===== config.mk =====
export PLATFORM = sky130hd
export DESIGN_NAME = mickey2_keystream_word
export DESIGN_NICKNAME = d
export VERILOG_FILES = /design/src/design/mk2_pkg.sv /design/src/design/mk2_core.sv /design/src/design/mk2_seq.sv /design/src/design/mickey2_keystream_word.sv
export SDC_FILE = /design/constraint.sdc
export NUM_CORES = 1
export LEC_CHECK = 0
export ABC_AREA = 1
export BUFFER_PORTS_ARGS = -buffer_cell sky130_fd_sc_hd__buf_2
export CAP_MARGIN = 15
export CORE_UTILIZATION = 55
export DETAILED_ROUTE_END_ITERATION = 10
export PLACE_DENSITY = 0.85
export SLEW_MARGIN = 20
export SYNTH_ARGS = -nofsm -noshare
export SYNTH_HDL_FRONTEND = slang
export SYNTH_HIERARCHICAL = 1
export SYNTH_SLANG_ARGS = --single-unit
export TNS_END_PERCENT = 5

===== constraint.sdc =====
create_clock -name clock -period 5.71 [get_ports clock]
set_clock_uncertainty 0.05 [all_clocks]
set_input_delay 0 -clock clock [delete_from_list [all_inputs] [get_ports clock]]
set_output_delay 0 -clock clock [all_outputs]
set_load 0.05 [all_outputs]

===== src/design/mk2_pkg.sv =====
// ----------------------------------------------------------------------------
// mk2_pkg
// Shared types, constants and one-step update functions for the MICKEY 2.0
// keystream word generator.
// ----------------------------------------------------------------------------
package mk2_pkg;

   localparam int REG_W      = 100;
   localparam int HALF_W     = 80;
   localparam int WORD_W     = 32;
   localparam int CNT_W      = 7;
   localparam int IVLEN_W    = 7;
   localparam int NBITS_W    = 6;
   localparam int CSR_IDX_W  = 2;
   localparam int CSR_DATA_W = 7;

   localparam logic [IVLEN_W-1:0] IV_BITS_MAX   = 7'd80;
   localparam logic [NBITS_W-1:0] WORD_BITS_MAX = 6'd32;
   localparam logic [CNT_W-1:0]   KEY_LAST      = 7'd79;
   localparam logic [CNT_W-1:0]   PRE_LAST      = 7'd99;

   localparam logic [CSR_IDX_W-1:0] CSR_IV_LENGTH = 2'd0;
   localparam logic [CSR_IDX_W-1:0] CSR_OUT_BITS  = 2'd1;

   localparam logic [REG_W-1:0] R_TAPS  = 100'h3_df87818f_b5546660_1279327b;
   localparam logic [REG_W-1:0] S_COMP0 = 100'h6_057ebfea_7942a809_6aa97a30;
   localparam logic [REG_W-1:0] S_COMP1 = 100'h1_91c23dd7_e3a21d63_dd629e9a;
   localparam logic [REG_W-1:0] S_FB0   = 100'h1_9cec5802_af4a9381_9ffa7faf;
   localparam logic [REG_W-1:0] S_FB1   = 100'h8_40fbc52b_4911b063_4c8cb877;
   localparam logic [REG_W-1:0] S_MASK  = 100'h7_ffffffff_ffffffff_fffffffe;

   typedef enum logic [2:0] {
      ST_IDLE,
      ST_IV,
      ST_KEY,
      ST_PRE,
      ST_GEN,
      ST_FINISH
   } seq_state_type;

   typedef enum logic [1:0] {
      IN_ZERO,
      IN_IV,
      IN_KEY
   } in_sel_type;

   typedef struct packed {
      logic       load;
      logic       step;
      in_sel_type in_sel;
      logic       mixing;
      logic       capture;
      logic       finish;
   } mk2_ctrl_type;

   function automatic logic [REG_W-1:0] r_next(logic [REG_W-1:0] r, logic in_bit,
                                               logic ctrl);
      logic             fb;
      logic [REG_W-1:0] t;
      fb = r[REG_W-1] ^ in_bit;
      t  = {r[REG_W-2:0], 1'b0};
      if (ctrl) t = t ^ r;
      if (fb)   t = t ^ R_TAPS;
      return t;
   endfunction

   function automatic logic [REG_W-1:0] s_next(logic [REG_W-1:0] s, logic in_bit,
                                               logic ctrl);
      logic             fb;
      logic [REG_W-1:0] up;
      logic [REG_W-1:0] dn;
      logic [REG_W-1:0] m;
      logic [REG_W-1:0] t;
      fb = s[REG_W-1] ^ in_bit;
      up = {s[REG_W-2:0], 1'b0};
      dn = {1'b0, s[REG_W-1:1]};
      m  = (s ^ S_COMP0) & (dn ^ S_COMP1) & S_MASK;
      t  = up ^ m;
      if (fb) t = t ^ (ctrl ? S_FB1 : S_FB0);
      return t;
   endfunction

endpackage


===== src/design/mk2_core.sv =====
// ----------------------------------------------------------------------------
// mk2_core
// R and S registers with the shared single-step update, key and IV shifters
// and the keystream word accumulator.
// ----------------------------------------------------------------------------
module mk2_core import mk2_pkg::*; (
   input  logic                 clock,
   input  mk2_ctrl_type         ctrl,
   input  logic [HALF_W-1:0]    key_bits,
   input  logic [HALF_W-1:0]    iv_bits,
   output logic [WORD_W-1:0]    word
);

   logic [REG_W-1:0]  r_ff,   r_in;
   logic [REG_W-1:0]  s_ff,   s_in;
   logic [HALF_W-1:0] key_ff, key_in;
   logic [HALF_W-1:0] iv_ff,  iv_in;
   logic [WORD_W-1:0] acc_ff, acc_in;
   logic [WORD_W-1:0] pos_ff, pos_in;

   logic in_bit;
   logic ctrl_r;
   logic ctrl_s;
   logic z_bit;

   always_comb begin
      unique case (ctrl.in_sel)
         IN_IV:   in_bit = iv_ff[HALF_W-1];
         IN_KEY:  in_bit = key_ff[HALF_W-1];
         default: in_bit = 1'b0;
      endcase
   end

   assign ctrl_r = s_ff[34] ^ r_ff[67];
   assign ctrl_s = s_ff[67] ^ r_ff[33];
   assign z_bit  = r_ff[0] ^ s_ff[0];

   always_comb begin
      r_in   = r_ff;
      s_in   = s_ff;
      key_in = key_ff;
      iv_in  = iv_ff;
      acc_in = acc_ff;
      pos_in = pos_ff;
      if (ctrl.load) begin
         r_in   = '0;
         s_in   = '0;
         key_in = key_bits;
         iv_in  = iv_bits;
         acc_in = '0;
         pos_in = {1'b1, {(WORD_W-1){1'b0}}};
      end else begin
         if (ctrl.step) begin
            r_in = r_next(r_ff, in_bit ^ (ctrl.mixing & s_ff[50]), ctrl_r);
            s_in = s_next(s_ff, in_bit, ctrl_s);
         end
         // advance the bit source that was just consumed
         if (ctrl.step && ctrl.in_sel == IN_IV)  iv_in  = {iv_ff[HALF_W-2:0], 1'b0};
         if (ctrl.step && ctrl.in_sel == IN_KEY) key_in = {key_ff[HALF_W-2:0], 1'b0};
         if (ctrl.capture) begin
            acc_in = acc_ff | (pos_ff & {WORD_W{z_bit}});
            pos_in = {1'b0, pos_ff[WORD_W-1:1]};
         end
      end
   end

   always_ff @(posedge clock) begin
      r_ff   <= r_in;
      s_ff   <= s_in;
      key_ff <= key_in;
      iv_ff  <= iv_in;
      acc_ff <= acc_in;
      pos_ff <= pos_in;
   end

   assign word = acc_ff;

endmodule


===== src/design/mk2_seq.sv =====
// ----------------------------------------------------------------------------
// mk2_seq
// Phase sequencer: IV load, key load, preclock, keystream capture, hand-off.
// ----------------------------------------------------------------------------
module mk2_seq import mk2_pkg::*; (
   input  logic               clock,
   input  logic               reset,
   input  logic               start,
   input  logic               out_free,
   input  logic [IVLEN_W-1:0] ivn,
   input  logic [NBITS_W-1:0] nb,
   output logic               idle,
   output mk2_ctrl_type       ctrl
);

   seq_state_type     state_ff, state_in;
   logic [CNT_W-1:0]  cnt_ff,   cnt_in;
   logic [CNT_W-1:0]  nb_ext;

   assign nb_ext = {1'b0, nb};

   always_ff @(posedge clock) begin
      if (reset) begin
         state_ff <= ST_IDLE;
         cnt_ff   <= '0;
      end else begin
         state_ff <= state_in;
         cnt_ff   <= cnt_in;
      end
   end

   always_comb begin
      state_in = state_ff;
      cnt_in   = cnt_ff + 7'd1;
      ctrl     = '{load: 1'b0, step: 1'b0, in_sel: IN_ZERO, mixing: 1'b1,
                   capture: 1'b0, finish: 1'b0};
      unique case (state_ff)
         ST_IDLE: begin
            cnt_in = '0;
            if (start) begin
               ctrl.load = 1'b1;
               state_in  = (ivn == '0) ? ST_KEY : ST_IV;
            end
         end
         ST_IV: begin
            ctrl.step   = 1'b1;
            ctrl.in_sel = IN_IV;
            if (cnt_ff == ivn - 7'd1) begin
               state_in = ST_KEY;
               cnt_in   = '0;
            end
         end
         ST_KEY: begin
            ctrl.step   = 1'b1;
            ctrl.in_sel = IN_KEY;
            if (cnt_ff == KEY_LAST) begin
               state_in = ST_PRE;
               cnt_in   = '0;
            end
         end
         ST_PRE: begin
            ctrl.step = 1'b1;
            if (cnt_ff == PRE_LAST) begin
               state_in = (nb == '0) ? ST_FINISH : ST_GEN;
               cnt_in   = '0;
            end
         end
         ST_GEN: begin
            // read the output bit, then clock unless it was the last one
            ctrl.capture = 1'b1;
            ctrl.mixing  = 1'b0;
            if (cnt_ff == nb_ext - 7'd1) begin
               state_in = ST_FINISH;
               cnt_in   = '0;
            end else begin
               ctrl.step = 1'b1;
            end
         end
         ST_FINISH: begin
            cnt_in = '0;
            if (out_free) begin
               ctrl.finish = 1'b1;
               state_in    = ST_IDLE;
            end
         end
         default: begin
            state_in = ST_IDLE;
            cnt_in   = '0;
         end
      endcase
   end

   assign idle = (state_ff == ST_IDLE);

`ifndef NO_ASSERTIONS
   a_iv_count: assert property (@(posedge clock) disable iff (reset)
      state_ff == ST_IV |-> cnt_ff < ivn)
      else $error("IV phase ran past the IV length");
   a_gen_count: assert property (@(posedge clock) disable iff (reset)
      state_ff == ST_GEN |-> cnt_ff < nb_ext)
      else $error("keystream phase ran past the bit count");
   a_last_no_step: assert property (@(posedge clock) disable iff (reset)
      (state_ff == ST_GEN && cnt_ff == nb_ext - 7'd1) |-> !ctrl.step)
      else $error("generator clocked after the last keystream bit");
   a_finish_idle: assert property (@(posedge clock) disable iff (reset)
      ctrl.finish |=> state_ff == ST_IDLE)
      else $error("sequencer did not return to idle after hand-off");
`endif

endmodule


===== src/design/mickey2_keystream_word.sv =====
// ----------------------------------------------------------------------------
// mickey2_keystream_word
// MICKEY 2.0 keystream word generator: key/IV in, first keystream bits out.
// ----------------------------------------------------------------------------
// Sequence: an accepted request is loaded, the IV bits, the key bits and the
//   preclock steps are clocked in, then output_bit_count bits are captured.
// One transaction at a time: the single R/S update unit performs one clock
//   per cycle while stepping, and the word is handed to rsp_tvalid.
// Reset: synchronous, active high; clears the sequencer, the result valid and
//   the configuration to iv_length = 80 and output_bit_count = 32.
module mickey2_keystream_word import mk2_pkg::*; (
   input  logic                  clock,
   input  logic                  reset,
   // request: key_upper[63:0], key_lower[79:64], iv_upper[143:80],
   //          iv_lower[159:144]
   input  logic                  req_tvalid,
   output logic                  req_tready,
   input  logic [159:0]          req_tdata,
   // response: keystream_word[31:0]
   output logic                  rsp_tvalid,
   input  logic                  rsp_tready,
   output logic [WORD_W-1:0]     rsp_tdata,
   // register writes: index 0 = iv_length, 1 = output_bit_count
   input  logic                  csr_valid,
   output logic                  csr_ready,
   input  logic [CSR_IDX_W-1:0]  csr_index,
   input  logic [CSR_DATA_W-1:0] csr_data
);

   logic [IVLEN_W-1:0] ivlen_ff, ivlen_in;
   logic [NBITS_W-1:0] nbits_ff, nbits_in;
   logic               rsp_valid_ff, rsp_valid_in;
   logic [WORD_W-1:0]  rsp_data_ff,  rsp_data_in;

   logic [IVLEN_W-1:0] ivn;
   logic [NBITS_W-1:0] nb;
   logic               idle;
   logic               start;
   logic               out_free;
   logic [WORD_W-1:0]  word;
   logic [HALF_W-1:0]  key_bits;
   logic [HALF_W-1:0]  iv_bits;
   mk2_ctrl_type       ctrl;

   // Configuration: always ready, unknown indexes are dropped.
   assign csr_ready = 1'b1;

   always_comb begin
      ivlen_in = ivlen_ff;
      nbits_in = nbits_ff;
      if (csr_valid) begin
         if (csr_index == CSR_IV_LENGTH) ivlen_in = csr_data;
         if (csr_index == CSR_OUT_BITS)  nbits_in = csr_data[NBITS_W-1:0];
      end
   end

   always_ff @(posedge clock) begin
      if (reset) begin
         ivlen_ff <= IV_BITS_MAX;
         nbits_ff <= WORD_BITS_MAX;
      end else begin
         ivlen_ff <= ivlen_in;
         nbits_ff <= nbits_in;
      end
   end

   // Saturate oversized settings to the cipher limits.
   assign ivn = (ivlen_ff > IV_BITS_MAX)   ? IV_BITS_MAX   : ivlen_ff;
   assign nb  = (nbits_ff > WORD_BITS_MAX) ? WORD_BITS_MAX : nbits_ff;

   // Request side: take a new transaction whenever the sequencer is idle;
   // a finished word may still be waiting in the response register.
   assign req_tready = idle;
   assign start      = req_tvalid & idle;

   // Key and IV loaded MSB first: upper 64 bits, then the 16 lower bits.
   assign key_bits = {req_tdata[63:0],    req_tdata[79:64]};
   assign iv_bits  = {req_tdata[143:80],  req_tdata[159:144]};

   mk2_seq u_seq (
      .clock    (clock),
      .reset    (reset),
      .start    (start),
      .out_free (out_free),
      .ivn      (ivn),
      .nb       (nb),
      .idle     (idle),
      .ctrl     (ctrl)
   );

   mk2_core u_core (
      .clock    (clock),
      .ctrl     (ctrl),
      .key_bits (key_bits),
      .iv_bits  (iv_bits),
      .word     (word)
   );

   // Response register: hold the word until the transaction completes.
   assign out_free = !rsp_valid_ff || rsp_tready;

   always_comb begin
      rsp_valid_in = rsp_valid_ff;
      rsp_data_in  = rsp_data_ff;
      if (rsp_valid_ff && rsp_tready) rsp_valid_in = 1'b0;
      if (ctrl.finish) begin
         rsp_valid_in = 1'b1;
         rsp_data_in  = word;
      end
   end

   always_ff @(posedge clock) begin
      if (reset) begin
         rsp_valid_ff <= 1'b0;
      end else begin
         rsp_valid_ff <= rsp_valid_in;
      end
      rsp_data_ff <= rsp_data_in;
   end

   assign rsp_tvalid = rsp_valid_ff;
   assign rsp_tdata  = rsp_data_ff;

`ifndef NO_ASSERTIONS
   a_no_overwrite: assert property (@(posedge clock) disable iff (reset)
      (rsp_valid_ff && !rsp_tready) |-> !ctrl.finish)
      else $error("pending response overwritten");
   a_busy_no_load: assert property (@(posedge clock) disable iff (reset)
      ctrl.load |-> idle)
      else $error("new transaction loaded while busy");
   a_finish_sets_valid: assert property (@(posedge clock) disable iff (reset)
      ctrl.finish |=> rsp_valid_ff)
      else $error("finished word not presented");
`endif

endmodule


==> flow_metrics.py <==
metrics = {
    "synth": {
        "synthMuxAreaShare_pct": 0,
        "yosys.cell_types.count": 37,
        "ys_seq_elements": 480,
        "synth_seq_area_share_pct": 45.8,
        "synth_compound_area_share_pct": 8.26,
        "yosys.area.top_type": "dfxtp_1",
        "synth_fa_ha_area_share_pct": 0.298,
        "synth.cell_area_um2": 25200,
        "yosys-top-cells-count": "1495 x nand2_1, 371 x inv_1, 357 x nand3_1, 288 x dfxtp_1, 203 x a21oi_1",
        "synth_edf_count": 192,
        "synth_top_family_by_area": "simple AND/OR/NAND/NOR gates",
        "yosysMostFrequentCell": "nand2_1",
        "synth_ff_type": "dfxtp_1",
        "ys_top_cells_by_area": "dfxtp_1 23%, edfxtp_1 23%, nand2_1 22%",
        "yosysTopAreaCellShare_pct": 22.9,
        "ys_warn_count": 6,
        "syn_avg_cell_area_um2": 6.94,
        "synth_simple_gate_area_share_pct": 34.9,
        "synth_nets": 3810,
        "syn_inst": 3630,
        "synthXorXnorAreaFrac_pct": 1.04,
        "synthArstFlopShare_pct": 0,
    },
    "cts": {
        "root_buffer": "clkbuf_16",
        "cts_tree": "done",
        "cts_sinks": 480,
        "cts_buffers": 50,
        "cts_buffer_depth": 3,
        "clk_latency_ns": 0.63,
        "cts-resized-gates": 0,
        "post-cts-setup-buffers": 0,
        "clk_pin_slew_ns": 0.07,
        "cts_max_level": 2,
        "hold_buffers": 188,
    },
    "setup_path": {
        "crit_slowest_cell": "nand2_4",
        "cp.arrival_ns": 4.53,
        "crit_chain": "nor2_1 > nand3_1 > a21oi_1 > inv_1 > ha_1 > inv_1 > nand2_1 > nand2_1 > nand2_1 > nand3_1 > nor2_1 > nand2_1 > nand2_1 > o21ai_4 > buf_4 > nand2_1 > nand2_4",
        "path_buf_inv": 3,
        "path_class": "reg -> reg",
        "crit_family": "simple AND/OR/NAND/NOR gates",
        "end_kind": "flip-flop",
        "required_ns": 5.88,
        "worstPathMaxFanout": 80,
        "crit_top_cell": "nand2_1",
        "crit_path_max_incr_delay_ns": 0.85,
        "startpoint_type": "flip-flop",
    },
    "die": {
        "pin_count": 209,
        "rows": 78,
        "die_w_um": 216,
        "die_h_um": 216,
        "start_util_pct": 55.6,
        "die_area_um2": 46700,
        "fp.coreArea_um2": 45300,
    },
    "route": {
        "drtIter0Drc": 3037,
        "vias": 25400,
        "ant_nets": 0,
        "wire_per_inst_um": 15.9,
        "dr.pass1.iters": 9,
        "drc_errors": 0,
        "viasPerCell": 5.60,
        "wl_um": 72100,
    },
    "power_and_ir_drop": {
        "power_density_nw_per_um2": 627,
        "cellLeakagePower_uw": 0.0148,
        "peakVddDrop_mv": 0.438,
    },
    "grt": {
        "grt_overflow": 0,
        "groute.usage.overall_pct": 30.1,
        "grt_start_max_net_pins": 210,
        "grt_pass1_wl_um": 117000,
        "grt_pass1_vias": 23400,
        "antenna_found_initial": 0,
    },
    "final_layout": {
        "drive_above_1_share_pct": 8.77,
        "syn_to_final_growth_pct": 18.5,
        "nFillCells": 3445,
        "design_area_um2": 29800,
        "nets": 4074,
        "stdcell_count": 4535,
    },
    "sta": {
        "setup_viol": 0,
        "clock.fmax_mhz": 229,
        "rsz0062_at_grt": "false",
        "drv_slew": 0,
        "min_period_ns": 4.36,
        "fin_crit_sh_pct": 76.4,
        "finalHoldViolCount": 0,
        "tns_ns": 0,
        "slew_headroom_pct": 25.0,
        "worst_pin_slew_ns": 1.12,
    },
    "status": {
        "status": "finished clean",
    },
    "place": {
        "gp_congestion": 0.819,
        "dp.cells": 4254,
        "placed_area_um2": 26300,
        "numPortBuffers": 207,
        "dpl.hpwl_um": 33500,
    },
    "worst_hold_path": {
        "hp-class": "in -> reg",
    },
    "flow_run": {
        "max_cap_violations": 0,
    },
}
==> final timing paths <==
path / endpoint / startpoint / cells after the start / slack, ns
worst min register to register: rsp_tdata[31]$_DFFE_PP_ / u_core/word[31]$_SDFFE_PP0P_ / 0 / 0.38
worst max register to register: u_core/key_ff[53]$_DFFE_PP_ / nbits_ff[1]$_SDFFE_PP0P_ / 17 / 1.35
worst max-delay path: u_core/key_ff[53]$_DFFE_PP_ / nbits_ff[1]$_SDFFE_PP0P_ / 17 / 1.35
worst min-delay path: u_seq/state_ff[1]$_SDFFE_PP0P_ / req_tvalid / 7 / 0.06
==> cells by family (layout without fill, tap and decap cells) <==
kind of cell	Yosys count	count (layout)
and+or+nand+nor	2143	2143
buffers and inverters	601	905
AOI/OAI and AO/OA	369	369
other	1	2
xor gates and xnor gates	30	30
adders and majority gates	6	6
DFF	480	480
==> report_power, final <==
group          switching [uW]  internal (uW)
sequential                969           5190
combinational            6200           2930
clock                    1460           1950
==> worst min-delay path: cells and delay by family <==
kind / cells / cell delay (ns)
buffers and inverters: 3 / 0.23
AOI/OAI and AO/OA: 2 / 0.33
and+or+nand+nor: 2 / 0.11
==> per-layer routing <==
| metal | global-route usage [%] | share of wire [%] | vias up |
|---|---|---|---|
| met5 | 0 | 0 | - |
| met4 | 17.7 | 6.1 | 0 |
| met3 | 5.57 | 8.7 | 342 |
| met2 | 49.8 | 46 | 1420 |
| met1 | 36.8 | 39 | 11500 |
| li1 | - | - | 12100 |
==> registers in the layout, summed over array words and instances (netlist names) <==
signal          cells
ivlen_ff            7
rsp_tvalid          1
u_core/iv_ff       80
u_core/s_ff       100
u_seq/cnt_ff        7
u_core/r_ff       100
u_core/word        32
u_seq/state_ff      3
nbits_ff            6
u_core/pos_ff      32
rsp_tdata          32
u_core/key_ff      80
==> stage by stage <==
step / hold WS (ns) / setup slack (ns) / power [uW] / util, %
2_1_floorplan: 0.0191 / 1.26 / 13100 / -
3_3_place_gp: 0.191 / 1.92 / 14400 / 58.0
3_5_place_dp: 0.197 / 1.86 / 14700 / 58.0
4_1_cts: 0.0383 / 1.84 / 18300 / 65.9
5_1_grt: 0.0982 / 1.16 / 20300 / 65.9
6_report: 0.0553 / 1.35 / 18700 / 65.9
==> placed cells by master, fill, tap and decap left out, types with 20 or more instances in the layout <==
| cell type | Yosys | final |
|---|---|---|
| nor3_1 | 20 | 20 |
| a31oi_1 | 33 | 33 |
| a21oi_1 | 203 | 203 |
| xor2_1 | 24 | 23 |
| inv_1 | 371 | 371 |
| dlygate4sd3_1 | 0 | 188 |
| nor2_1 | 181 | 179 |
| edfxtp_1 | 192 | 192 |
| nand3_1 | 357 | 357 |
| a22oi_1 | 48 | 48 |
| buf_2 | 77 | 207 |
| o21ai_0 | 58 | 57 |
| clkbuf_16 | 0 | 52 |
| nand2_1 | 1495 | 1492 |
| dfxtp_1 | 288 | 288 |
| nand4_1 | 54 | 54 |
==> final cells by class <==
type / count / area [um^2] / share of cell area [%]
Tap cell: 600 / 751 / 2.52
Clock buffer: 71 / 1400 / 4.70
Sequential cell: 480 / 11500 / 38.6
Multi-Input combinational cell: 2549 / 11300 / 37.8
Inverter: 397 / 1500 / 5.02
Antenna cell: 1 / 2.50 / 0.00839
Clock inverter: 21 / 275 / 0.922
Timing Repair Buffer: 416 / 3100 / 10.4
Power figures use the tool's default switching activity.
